File: src/hw/rtl/wfs_pkg.sv
`default_nettype none

package wfs_pkg;

  // Field widths of the stream payloads.
  localparam int RAND_W      = 32;
  localparam int TIME_W      = 32;
  localparam int KIND_W      = 3;
  localparam int CNT_OUT_W   = 32;
  localparam int OP_W        = 2;
  localparam int IN_TDATA_W  = 104;
  localparam int OUT_TDATA_W = 104;

  // Configuration port.
  localparam int CFG_ADDR_W = 3;
  localparam int CFG_DATA_W = 64;
  localparam int PCT_W      = 7;
  localparam int MASK_W     = 8;

  typedef logic [CFG_ADDR_W-1:0] cfg_idx_t;
  localparam cfg_idx_t CFG_INJECT_ENABLE = 3'd0;
  localparam cfg_idx_t CFG_INTERVAL_LOW  = 3'd1;
  localparam cfg_idx_t CFG_INTERVAL_HIGH = 3'd2;
  localparam cfg_idx_t CFG_FIRE_PERCENT  = 3'd3;
  localparam cfg_idx_t CFG_TYPE_MASK     = 3'd4;
  localparam cfg_idx_t CFG_TYPE_WEIGHTS  = 3'd5;

  localparam logic [RAND_W-1:0]     INTERVAL_LOW_RST  = 32'd2500;
  localparam logic [RAND_W-1:0]     INTERVAL_HIGH_RST = 32'd15000;
  localparam logic [PCT_W-1:0]      FIRE_PERCENT_RST  = 7'd10;
  localparam logic [MASK_W-1:0]     TYPE_MASK_RST     = 8'hFF;
  localparam logic [CFG_DATA_W-1:0] TYPE_WEIGHTS_RST  = 64'h0A0A_0A0A_0A0A_0A0A;

  // Byte lane of each weight inside type_weights.
  localparam int WEIGHT_LANE = 8;

  localparam int PERCENT_BASE = 100;

  // x / 100 equals (x * PCT_RECIP) >> PCT_SHIFT for every 32-bit x.
  localparam logic [RAND_W-1:0] PCT_RECIP = 32'h51EB_851F;
  localparam int PCT_SHIFT = 37;
  localparam int PCT_Q_W   = 2*RAND_W - PCT_SHIFT;

  // The divider handles spans up to 2^32, so operands carry one extra bit.
  localparam int DIV_W   = 33;
  localparam int DIV_CNT_W = 5;

  typedef logic [OP_W-1:0] op_t;
  localparam op_t OP_TICK = 2'd0;
  localparam op_t OP_ARM  = 2'd1;
  localparam op_t OP_TRIG = 2'd2;

  typedef enum logic {
    DIV_PICK  = 1'b0,
    DIV_DELAY = 1'b1
  } div_sel_t;

  typedef enum logic [5:0] {
    S_IDLE   = 6'b000001,
    S_DECIDE = 6'b000010,
    S_GATE   = 6'b000100,
    S_PICK   = 6'b001000,
    S_DELAY  = 6'b010000,
    S_DONE   = 6'b100000
  } state_t;

  typedef struct packed {
    logic     accept;
    logic     disarm;
    logic     dec;
    logic     div_start;
    div_sel_t div_sel;
    logic     fire;
    logic     load;
    logic     out_load;
  } wfs_cmd_t;

  typedef struct packed {
    op_t  op;
    logic enable;
    logic armed;
    logic rem_gt1;
    logic gate_hit;
    logic div_done;
  } wfs_status_t;

endpackage

`default_nettype wire

File: src/hw/rtl/wfs_div.sv
`default_nettype none

module wfs_div import wfs_pkg::*; (
  input  wire logic              clk,
  input  wire logic              rst_n,
  input  wire logic              start,
  input  wire logic [RAND_W-1:0] dividend,
  input  wire logic [DIV_W-1:0]  divisor,
  output logic                   done,
  output logic [DIV_W-1:0]       rem
);

  logic                 busy_r, busy_nxt;
  logic                 done_r, done_nxt;
  logic [DIV_CNT_W-1:0] cnt_r, cnt_nxt;
  logic [DIV_W-1:0]     rem_r, rem_nxt;
  logic [DIV_W-1:0]     dvs_r, dvs_nxt;
  logic [RAND_W-1:0]    dvd_r, dvd_nxt;
  logic [DIV_W:0]       shifted;

  // Restoring division, one quotient bit per cycle; only the remainder is kept.
  always_comb begin
    busy_nxt = busy_r;
    done_nxt = 1'b0;
    cnt_nxt  = cnt_r;
    rem_nxt  = rem_r;
    dvs_nxt  = dvs_r;
    dvd_nxt  = dvd_r;
    shifted  = {rem_r, dvd_r[RAND_W-1]};
    if (start) begin
      busy_nxt = 1'b1;
      cnt_nxt  = '0;
      rem_nxt  = '0;
      dvs_nxt  = divisor;
      dvd_nxt  = dividend;
    end else if (busy_r) begin
      if (shifted >= {1'b0, dvs_r}) begin
        rem_nxt = DIV_W'(shifted - {1'b0, dvs_r});
      end else begin
        rem_nxt = shifted[DIV_W-1:0];
      end
      dvd_nxt = {dvd_r[RAND_W-2:0], 1'b0};
      cnt_nxt = cnt_r + DIV_CNT_W'(1);
      if (cnt_r == DIV_CNT_W'(RAND_W - 1)) begin
        busy_nxt = 1'b0;
        done_nxt = 1'b1;
      end
    end
  end

  always_ff @(posedge clk) begin
    if (!rst_n) begin
      busy_r <= 1'b0;
      done_r <= 1'b0;
      cnt_r  <= '0;
    end else begin
      busy_r <= busy_nxt;
      done_r <= done_nxt;
      cnt_r  <= cnt_nxt;
    end
  end

  always_ff @(posedge clk) begin
    rem_r <= rem_nxt;
    dvs_r <= dvs_nxt;
    dvd_r <= dvd_nxt;
  end

  assign done = done_r;
  assign rem  = rem_r;

  a_no_restart: assert property (@(posedge clk) disable iff (!rst_n)
    start |-> !busy_r)
    else $error("divider restarted while busy");

  a_done_after_busy: assert property (@(posedge clk) disable iff (!rst_n)
    done_r |-> $past(busy_r) && !busy_r)
    else $error("divider done without a finished run");

endmodule

`default_nettype wire

File: src/hw/rtl/wfs_dpath.sv
`default_nettype none

module wfs_dpath import wfs_pkg::*; #(
  parameter int NUM_TYPES   = 8,
  parameter int WEIGHT_BITS = 8,
  parameter int COUNT_BITS  = 32
) (
  input  wire logic                   clk,
  input  wire logic                   rst_n,
  input  wire logic                   cfg_we,
  input  wire logic [CFG_ADDR_W-1:0]  cfg_addr,
  input  wire logic [CFG_DATA_W-1:0]  cfg_wdata,
  input  wire logic [OP_W-1:0]        in_tuser,
  input  wire logic [IN_TDATA_W-1:0]  in_tdata,
  output logic [OUT_TDATA_W-1:0]      out_tdata,
  input  wire wfs_cmd_t               cmd,
  output wfs_status_t                 status
);

  localparam int IDX_W = $clog2(NUM_TYPES);
  localparam int TOT_W = WEIGHT_BITS + IDX_W;

  // Configuration registers.
  logic                  enable_r;
  logic [RAND_W-1:0]     ilow_r;
  logic [RAND_W-1:0]     ihigh_r;
  logic [PCT_W-1:0]      pct_r;
  logic [MASK_W-1:0]     mask_r;
  logic [CFG_DATA_W-1:0] weights_r;

  // Latched item.
  op_t               op_r;
  logic [RAND_W-1:0] gate_r, pick_r, delay_r;
  logic [KIND_W-1:0] query_r;

  // Percent gate: quotient taken at accept, remainder in the cycle after.
  logic [2*RAND_W-1:0] gate_prod;
  logic [PCT_Q_W-1:0]  gate_q_r;
  logic [RAND_W-1:0]   gate_mul;
  logic [PCT_W-1:0]    gate_rem_r;

  // Scheduler state.
  logic                  armed_r, armed_nxt;
  logic [RAND_W-1:0]     remaining_r, remaining_nxt;
  logic [TIME_W-1:0]     tick_now_r;
  logic [COUNT_BITS-1:0] fired_total_r;
  logic [COUNT_BITS-1:0] type_cnt_r [NUM_TYPES];
  logic [IDX_W-1:0]      last_kind_r;
  logic [TIME_W-1:0]     last_time_r;
  logic                  fired_r;
  logic [IDX_W-1:0]      kind_r;
  logic [OUT_TDATA_W-1:0] out_data_r;

  logic [TOT_W-1:0]  total;
  logic [TOT_W-1:0]  acc;
  logic [TOT_W-1:0]  pick_val;
  logic              found;
  logic [IDX_W-1:0]  kind_sel;
  logic [DIV_W-1:0]  span;
  logic [RAND_W-1:0] div_dvd;
  logic [DIV_W-1:0]  div_dvs;
  logic              div_done;
  logic [DIV_W-1:0]  div_rem;
  logic [CNT_OUT_W-1:0] query_cnt;

  // Sum of the enabled weights.
  always_comb begin
    total = '0;
    for (int i = 0; i < NUM_TYPES; i++) begin
      if (mask_r[i]) begin
        total = total + TOT_W'(weights_r[WEIGHT_LANE*i +: WEIGHT_BITS]);
      end
    end
  end

  // First enabled type whose running weight sum passes the draw.
  always_comb begin
    acc      = '0;
    found    = 1'b0;
    kind_sel = '0;
    pick_val = div_rem[TOT_W-1:0];
    for (int i = 0; i < NUM_TYPES; i++) begin
      if (mask_r[i]) begin
        acc = acc + TOT_W'(weights_r[WEIGHT_LANE*i +: WEIGHT_BITS]);
        if (!found && (pick_val < acc)) begin
          kind_sel = IDX_W'(i);
          found    = 1'b1;
        end
      end
    end
    if (total == '0) begin
      kind_sel = '0;
    end
  end

  always_comb begin
    if (ihigh_r < ilow_r) begin
      span = DIV_W'(1);
    end else begin
      span = DIV_W'(ihigh_r) - DIV_W'(ilow_r) + DIV_W'(1);
    end
  end

  always_comb begin
    case (cmd.div_sel)
      DIV_PICK: begin
        div_dvd = pick_r;
        div_dvs = DIV_W'(total);
      end
      DIV_DELAY: begin
        div_dvd = delay_r;
        div_dvs = span;
      end
      default: begin
        div_dvd = pick_r;
        div_dvs = DIV_W'(total);
      end
    endcase
  end

  wfs_div u_div (
    .clk      (clk),
    .rst_n    (rst_n),
    .start    (cmd.div_start),
    .dividend (div_dvd),
    .divisor  (div_dvs),
    .done     (div_done),
    .rem      (div_rem)
  );

  assign gate_prod = (2*RAND_W)'(in_tdata[RAND_W-1:0]) * (2*RAND_W)'(PCT_RECIP);
  assign gate_mul  = RAND_W'(gate_q_r) * RAND_W'(PERCENT_BASE);

  always_ff @(posedge clk) begin
    gate_rem_r <= PCT_W'(gate_r - gate_mul);
  end

  always_comb begin
    armed_nxt     = armed_r;
    remaining_nxt = remaining_r;
    if (cmd.dec) begin
      remaining_nxt = remaining_r - RAND_W'(1);
    end
    if (cmd.load) begin
      armed_nxt     = 1'b1;
      remaining_nxt = ilow_r + div_rem[RAND_W-1:0];
    end
    if (cmd.disarm) begin
      armed_nxt = 1'b0;
    end
    if (cfg_we && (cfg_addr == CFG_INJECT_ENABLE) && !cfg_wdata[0]) begin
      armed_nxt = 1'b0;
    end
  end

  always_ff @(posedge clk) begin
    if (!rst_n) begin
      enable_r  <= 1'b0;
      ilow_r    <= INTERVAL_LOW_RST;
      ihigh_r   <= INTERVAL_HIGH_RST;
      pct_r     <= FIRE_PERCENT_RST;
      mask_r    <= TYPE_MASK_RST;
      weights_r <= TYPE_WEIGHTS_RST;
    end else if (cfg_we) begin
      case (cfg_addr)
        CFG_INJECT_ENABLE: enable_r  <= cfg_wdata[0];
        CFG_INTERVAL_LOW:  ilow_r    <= cfg_wdata[RAND_W-1:0];
        CFG_INTERVAL_HIGH: ihigh_r   <= cfg_wdata[RAND_W-1:0];
        CFG_FIRE_PERCENT:  pct_r     <= cfg_wdata[PCT_W-1:0];
        CFG_TYPE_MASK:     mask_r    <= cfg_wdata[MASK_W-1:0];
        CFG_TYPE_WEIGHTS:  weights_r <= cfg_wdata;
        default: begin
        end
      endcase
    end
  end

  always_ff @(posedge clk) begin
    if (!rst_n) begin
      armed_r       <= 1'b0;
      remaining_r   <= '0;
      tick_now_r    <= '0;
      fired_total_r <= '0;
      last_kind_r   <= '0;
      last_time_r   <= '0;
      fired_r       <= 1'b0;
      kind_r        <= '0;
      for (int i = 0; i < NUM_TYPES; i++) begin
        type_cnt_r[i] <= '0;
      end
    end else begin
      armed_r     <= armed_nxt;
      remaining_r <= remaining_nxt;
      if (cmd.accept) begin
        fired_r <= 1'b0;
        kind_r  <= '0;
        if (in_tuser == OP_TICK) begin
          tick_now_r <= tick_now_r + TIME_W'(1);
        end
      end
      if (cmd.fire) begin
        fired_r              <= 1'b1;
        kind_r               <= kind_sel;
        fired_total_r        <= fired_total_r + COUNT_BITS'(1);
        type_cnt_r[kind_sel] <= type_cnt_r[kind_sel] + COUNT_BITS'(1);
        last_kind_r          <= kind_sel;
        last_time_r          <= tick_now_r;
      end
    end
  end

  always_ff @(posedge clk) begin
    if (cmd.accept) begin
      op_r     <= in_tuser;
      gate_r   <= in_tdata[RAND_W-1:0];
      gate_q_r <= gate_prod[2*RAND_W-1:PCT_SHIFT];
      pick_r   <= in_tdata[2*RAND_W-1:RAND_W];
      delay_r  <= in_tdata[3*RAND_W-1:2*RAND_W];
      query_r  <= in_tdata[3*RAND_W+KIND_W-1:3*RAND_W];
    end
  end

  always_comb begin
    if ((KIND_W+1)'(query_r) < (KIND_W+1)'(NUM_TYPES)) begin
      query_cnt = CNT_OUT_W'(type_cnt_r[query_r[IDX_W-1:0]]);
    end else begin
      query_cnt = '0;
    end
  end

  always_ff @(posedge clk) begin
    if (cmd.out_load) begin
      out_data_r <= {armed_r,
                     last_time_r,
                     KIND_W'(last_kind_r),
                     query_cnt,
                     CNT_OUT_W'(fired_total_r),
                     KIND_W'(kind_r),
                     fired_r};
    end
  end

  assign out_tdata = out_data_r;

  assign status.op       = op_r;
  assign status.enable   = enable_r;
  assign status.armed    = armed_r;
  assign status.rem_gt1  = (remaining_r > RAND_W'(1));
  assign status.gate_hit = (gate_rem_r < pct_r);
  assign status.div_done = div_done;

endmodule

`default_nettype wire

File: src/hw/rtl/wfs_ctrl.sv
`default_nettype none

module wfs_ctrl import wfs_pkg::*; (
  input  wire logic        clk,
  input  wire logic        rst_n,
  input  wire logic        in_tvalid,
  output logic             in_tready,
  output logic             out_tvalid,
  input  wire logic        out_tready,
  input  wire wfs_status_t status,
  output wfs_cmd_t         cmd
);

  state_t state_r, state_nxt;
  logic   out_valid_r, out_valid_nxt;

  always_comb begin
    state_nxt     = state_r;
    cmd           = '0;
    cmd.div_sel   = DIV_PICK;
    case (state_r)
      S_IDLE: begin
        cmd.accept = in_tvalid;
        if (in_tvalid) begin
          state_nxt = S_DECIDE;
        end
      end
      S_DECIDE: begin
        state_nxt = S_DONE;
        case (status.op)
          OP_TICK: begin
            if (!status.enable) begin
              cmd.disarm = 1'b1;
            end else if (status.armed && status.rem_gt1) begin
              cmd.dec = 1'b1;
            end else if (status.armed) begin
              state_nxt = S_GATE;
            end
          end
          OP_ARM: begin
            if (status.enable) begin
              cmd.div_start = 1'b1;
              cmd.div_sel   = DIV_DELAY;
              state_nxt     = S_DELAY;
            end else begin
              cmd.disarm = 1'b1;
            end
          end
          OP_TRIG: begin
            if (status.enable) begin
              cmd.div_start = 1'b1;
              cmd.div_sel   = DIV_PICK;
              state_nxt     = S_PICK;
            end
          end
          default: begin
          end
        endcase
      end
      // The percent remainder is ready in the cycle after the decision.
      S_GATE: begin
        cmd.div_start = 1'b1;
        if (status.gate_hit) begin
          cmd.div_sel = DIV_PICK;
          state_nxt   = S_PICK;
        end else begin
          cmd.div_sel = DIV_DELAY;
          state_nxt   = S_DELAY;
        end
      end
      S_PICK: begin
        if (status.div_done) begin
          cmd.fire = 1'b1;
          // An expired countdown reloads after the fault; a trigger does not.
          if (status.op == OP_TICK) begin
            cmd.div_start = 1'b1;
            cmd.div_sel   = DIV_DELAY;
            state_nxt     = S_DELAY;
          end else begin
            state_nxt = S_DONE;
          end
        end
      end
      S_DELAY: begin
        if (status.div_done) begin
          cmd.load  = 1'b1;
          state_nxt = S_DONE;
        end
      end
      S_DONE: begin
        if (!out_valid_r || out_tready) begin
          cmd.out_load = 1'b1;
          state_nxt    = S_IDLE;
        end
      end
      default: begin
        state_nxt = S_IDLE;
      end
    endcase
  end

  always_comb begin
    out_valid_nxt = out_valid_r;
    if (cmd.out_load) begin
      out_valid_nxt = 1'b1;
    end else if (out_tready) begin
      out_valid_nxt = 1'b0;
    end
  end

  always_ff @(posedge clk) begin
    if (!rst_n) begin
      state_r     <= S_IDLE;
      out_valid_r <= 1'b0;
    end else begin
      state_r     <= state_nxt;
      out_valid_r <= out_valid_nxt;
    end
  end

  assign in_tready  = (state_r == S_IDLE);
  assign out_tvalid = out_valid_r;

  a_no_result_overwrite: assert property (@(posedge clk) disable iff (!rst_n)
    cmd.out_load |-> (!out_valid_r || out_tready))
    else $error("pending result overwritten");

  a_load_then_idle: assert property (@(posedge clk) disable iff (!rst_n)
    cmd.out_load |=> out_valid_r && (state_r == S_IDLE))
    else $error("result load did not complete the item");

  a_done_expected: assert property (@(posedge clk) disable iff (!rst_n)
    status.div_done |-> (state_r == S_PICK || state_r == S_DELAY))
    else $error("divider finished outside a waiting state");

endmodule

`default_nettype wire

File: src/hw/rtl/weighted_fault_scheduler.sv
`default_nettype none

// Channel   Direction  Beat fields (lowest bit first)
// in        slave      tuser: op; tdata: rand_gate, rand_pick, rand_delay, query_type
// out       master     tdata: fired, fault_kind, total_fired, query_count,
//                      recent_kind, recent_time, is_armed
// cfg       write      index 0..5: inject_enable, interval_low, interval_high,
//                      fire_percent, type_mask, type_weights
//
// One item at a time: an item takes 0 to 2 remainders on the shared one-bit-per-cycle
// divider (type draw, next countdown), and an expired countdown also goes through the
// percent gate first. The result loads in the cycle before the next beat can be
// taken. Reset (rst_n low, synchronous) clears all counters and state and restores
// the register defaults. A result waits in the output register; the next beat is
// taken meanwhile, and its own result is held until the waiting one is taken.
module weighted_fault_scheduler import wfs_pkg::*; #(
  parameter int NUM_TYPES   = 8,
  parameter int WEIGHT_BITS = 8,
  parameter int COUNT_BITS  = 32
) (
  input  wire logic                   clk,
  input  wire logic                   rst_n,
  input  wire logic                   cfg_we,
  input  wire logic [CFG_ADDR_W-1:0]  cfg_addr,
  input  wire logic [CFG_DATA_W-1:0]  cfg_wdata,
  input  wire logic                   in_tvalid,
  output logic                        in_tready,
  // rand_gate[31:0], rand_pick[63:32], rand_delay[95:64], query_type[98:96]
  input  wire logic [IN_TDATA_W-1:0]  in_tdata,
  // op[1:0]
  input  wire logic [OP_W-1:0]        in_tuser,
  output logic                        out_tvalid,
  input  wire logic                   out_tready,
  // fired[0], fault_kind[3:1], total_fired[35:4], query_count[67:36],
  // recent_kind[70:68], recent_time[102:71], is_armed[103]
  output logic [OUT_TDATA_W-1:0]      out_tdata
);

  wfs_cmd_t    cmd;
  wfs_status_t status;

  wfs_ctrl u_ctrl (
    .clk        (clk),
    .rst_n      (rst_n),
    .in_tvalid  (in_tvalid),
    .in_tready  (in_tready),
    .out_tvalid (out_tvalid),
    .out_tready (out_tready),
    .status     (status),
    .cmd        (cmd)
  );

  wfs_dpath #(
    .NUM_TYPES   (NUM_TYPES),
    .WEIGHT_BITS (WEIGHT_BITS),
    .COUNT_BITS  (COUNT_BITS)
  ) u_dpath (
    .clk       (clk),
    .rst_n     (rst_n),
    .cfg_we    (cfg_we),
    .cfg_addr  (cfg_addr),
    .cfg_wdata (cfg_wdata),
    .in_tuser  (in_tuser),
    .in_tdata  (in_tdata),
    .out_tdata (out_tdata),
    .cmd       (cmd),
    .status    (status)
  );

endmodule

`default_nettype wire
File: config.mk
export PLATFORM = sky130hd
export DESIGN_NAME = weighted_fault_scheduler
export DESIGN_NICKNAME = d
export VERILOG_FILES = /design/src/hw/rtl/wfs_pkg.sv /design/src/hw/rtl/wfs_div.sv /design/src/hw/rtl/wfs_dpath.sv /design/src/hw/rtl/wfs_ctrl.sv /design/src/hw/rtl/weighted_fault_scheduler.sv
export SDC_FILE = /design/constraint.sdc
export NUM_CORES = 2
export LEC_CHECK = 0
export ABC_AREA = 1
export BUFFER_PORTS_ARGS = -buffer_cell sky130_fd_sc_hd__buf_2
export CAP_MARGIN = 20
export CORE_ASPECT_RATIO = 0.9
export CORE_MARGIN = 10
export CORE_UTILIZATION = 45
export DETAILED_ROUTE_END_ITERATION = 10
export HOLD_SLACK_MARGIN = 0.06
export SLEW_MARGIN = 40
export SYNTH_ARGS = -nofsm -noshare
export SYNTH_HDL_FRONTEND = slang
export SYNTH_SLANG_ARGS = --single-unit
File: constraint.sdc
create_clock -name clk -period 12.7 [get_ports clk]
set_input_delay 2.54 -clock clk [delete_from_list [all_inputs] [get_ports clk]]
set_output_delay 2.54 -clock clk [all_outputs]
set_load 0.02 [all_outputs]
==> out/summary.txt <==
status: finished clean
clk sink count: 840
CTS root buffer: clkbuf_16
total wire length: 176000 µm
syn nets: 7867
NumNets Final: 8087
drt wl/cell: 19.9 µm
WP data required: 13.13 ns
ratio of cells with drive above 1 in the final layout: 10.5%
Design Area, Final: 0.0660 mm²
CTS Buffer Depth: 3
core area: 0.131 mm²
Clk pin slew, worst setup/hold paths: 0.06 ns
ANT nets after route: 0
initial core utilization: 45.2%
first-pass GRT wire length: 271000 µm
grt ovf: 0
startpoint types: flip-flop
hold_buf cts: 0
top cells by area, synth: edfxtp_1 26%, ha_1 11%, dfxtp_1 11%
final slew viol count: 0
synth warn: 0
clk_skew: 0.0472 ns
synthesis-to-finish area growth: 11.6%
count leader, synth: inv_1
CTS Buf Count: 96
Final Hold Fails: 0
number of global-route vias before repair: 47.1k
Async SR Flop Fraction: 0%
synthesized flop and latch total: 840
Commonest cells post-synth: 955 x inv_1, 913 x nand2_1, 779 x nor2_1
Post-Synthesis Cells: 6823
final period utilization: 93.3%
die extent in y: 364 µm
H-tree depth: 3
DRT iter0 DRCs: 4188
fillers: 12.3k
slew margin rel.: 46.7%
DR pass1 iterations: 6
Critical Path Sink Type: flip-flop
GRT Total Usage: 23.4%
worst min path class: flip-flop to flip-flop
Post-synth EDFFs: 506
Mean Syn Cell Area: 8.67 µm²
Yosys top cell area share: 25.7%
IO Port Bufs: 278
IO Count: 284
FP Rows: 126
CTS tree: done
RePlAce Congestion: 0.916
die width: 402 µm
post-detail-place hpwl: 125000 µm
Die Area: 0.146 mm²
max-capacitance violation count: 0
leading area contributor after synthesis: edfxtp_1
number of distinct library cells after synthesis: 62
via count: 48.2k
DR vias/cell: 5.44
CP max FO: 23
Slowest cell on crit path: fa_1
Max Fclk: 0.0844 GHz
final critical-path required period: 11.85 ns
Worst path most repeated cell: nand2_1
Setup CP Type: flip-flop to flip-flop
Post-Syn Area: 0.0592 mm²
initial antenna violation count: 21
final setup vio count: 0
Post-DP Area: 0.0625 mm²
clk_lat worst skew: 0.72 ns
Seq/Total Area, Yosys: 37.0%
Worst EP arrival: 12.28 ns
Main synth FF type: edfxtp_1
drt drc: 0
worst stage delay on the critical path: 0.56 ns
worst slew pin tran: 0.797 ns
largest net degree at the start of global routing: 131
-- path summary, 6_finish.rpt --
| check | startpoint | to | slack [ns] | cells past startpoint |
|---|---|---|---|---|
| max reg2reg | u_dpath.weights_r[0] | u_dpath.type_cnt_r[4][19] | 0.85 | 60 |
| max | u_dpath.weights_r[0] | u_dpath.type_cnt_r[4][19] | 0.85 | 60 |
| min | u_dpath.gate_r[1] | u_dpath.gate_rem_r[1] | 0.34 | 0 |
| min reg2reg | u_dpath.gate_r[1] | u_dpath.gate_rem_r[1] | 0.34 | 0 |
-- sequential cells by signal, summed over array words and instances, names as in the netlist, 33 cells and up --
signal / flops
u_dpath.out_tdata: 104
u_dpath.type_cnt_r: 256
u_dpath.u_div.dvs_r: 33
u_dpath.u_div.rem: 33
u_dpath.weights_r: 64
-- cells in the final DEF, fill, tap and decap left out, types with 19 or more instances in the layout --
cell type	count
buf_2	277
clkbuf_16	101
o211ai_1	38
edfxtp_1	506
nand2_1	895
a31oi_1	53
xor2_1	99
a21oi_1	554
xnor2_1	58
nor2_4	22
nor2_2	36
ha_1	535
o22ai_1	38
nand2_2	50
nand3_1	394
o21bai_1	19
inv_1	952
nand4_1	41
dfxtp_1	334
a21oi_2	26
nor2_1	765
clkinv_2	20
o21ai_0	535
buf_4	68
clkinv_1	24
nand3_2	24
fa_1	331
a211oi_1	22
nor3_1	53
o21ai_1	20
-- timing repair --
item                                    in CTS  in global routing
setup buffers                                0                  8
gates resized for setup                      0                 35
endpoints found under the setup margin       0                287
-- cells by family (layout without fill, tap and decap cells) --
kind of cell | after synthesis | count (layout) | share of synthesized area, %
fa+ha+maj | 866 | 866 | 22.5
other cells | 0 | 5 | 0
simple gates | 2343 | 2343 | 17.1
buf+inv | 1229 | 1530 | 8.14
xor+xnor | 160 | 160 | 2.39
compound gates | 1385 | 1385 | 12.8
flops | 840 | 840 | 37.0
-- critical path, delay by kind of cell (launching register included) --
| kind | cells | cell delay, ns |
|---|---|---|
| flops | 1 | 0.34 |
| fa+ha+maj | 9 | 3.30 |
| buf+inv | 8 | 0.99 |
| compound gates | 14 | 2.73 |
| xor+xnor | 4 | 0.93 |
| simple gates | 25 | 3.19 |
-- stage by stage --
stage | util [%] | TNS [ns] | hold slack (ns) | instances | setup slack [ns]
after global routing | 50.4 | -0.0441 | 0.350 | 8856 | -0.0122
after floorplan | - | 0 | 0.323 | 6823 | 2.10
after detailed placement | 47.8 | 0 | 0.327 | 8661 | 0.396
after CTS | 50.2 | 0 | 0.337 | 8840 | 0.290
final | 50.4 | 0 | 0.337 | 8857 | 0.853
after global placement | 47.7 | 0 | 0.330 | 8658 | 0.494
-- metal layers --
layer	part of all wire [%]	global-route usage (%)	vias up
li1	-	-	23211
met1	44	31.8	23102
met2	46	38.6	1577
met3	6.9	3.96	278
met4	2.7	6.26	6
met5	0.019	0	-
-- area by class of cell --
class / instances / area (µm²) / share of cell area, %
Inverter: 982 / 3700 / 5.60
Antenna cell: 5 / 12.5 / 0.0190
Sequential cell: 840 / 21900 / 33.1
Timing Repair Buffer: 369 / 2330 / 3.53
Multi-Input combinational cell: 4754 / 32700 / 49.5
Clock inverter: 56 / 578 / 0.876
Tap cell: 1728 / 2160 / 3.28
Clock buffer: 123 / 2670 / 4.04
Power is left out: the tool's default activity adds up to more than one toggle a clock period on the data nets, which glitch-free logic cannot reach.
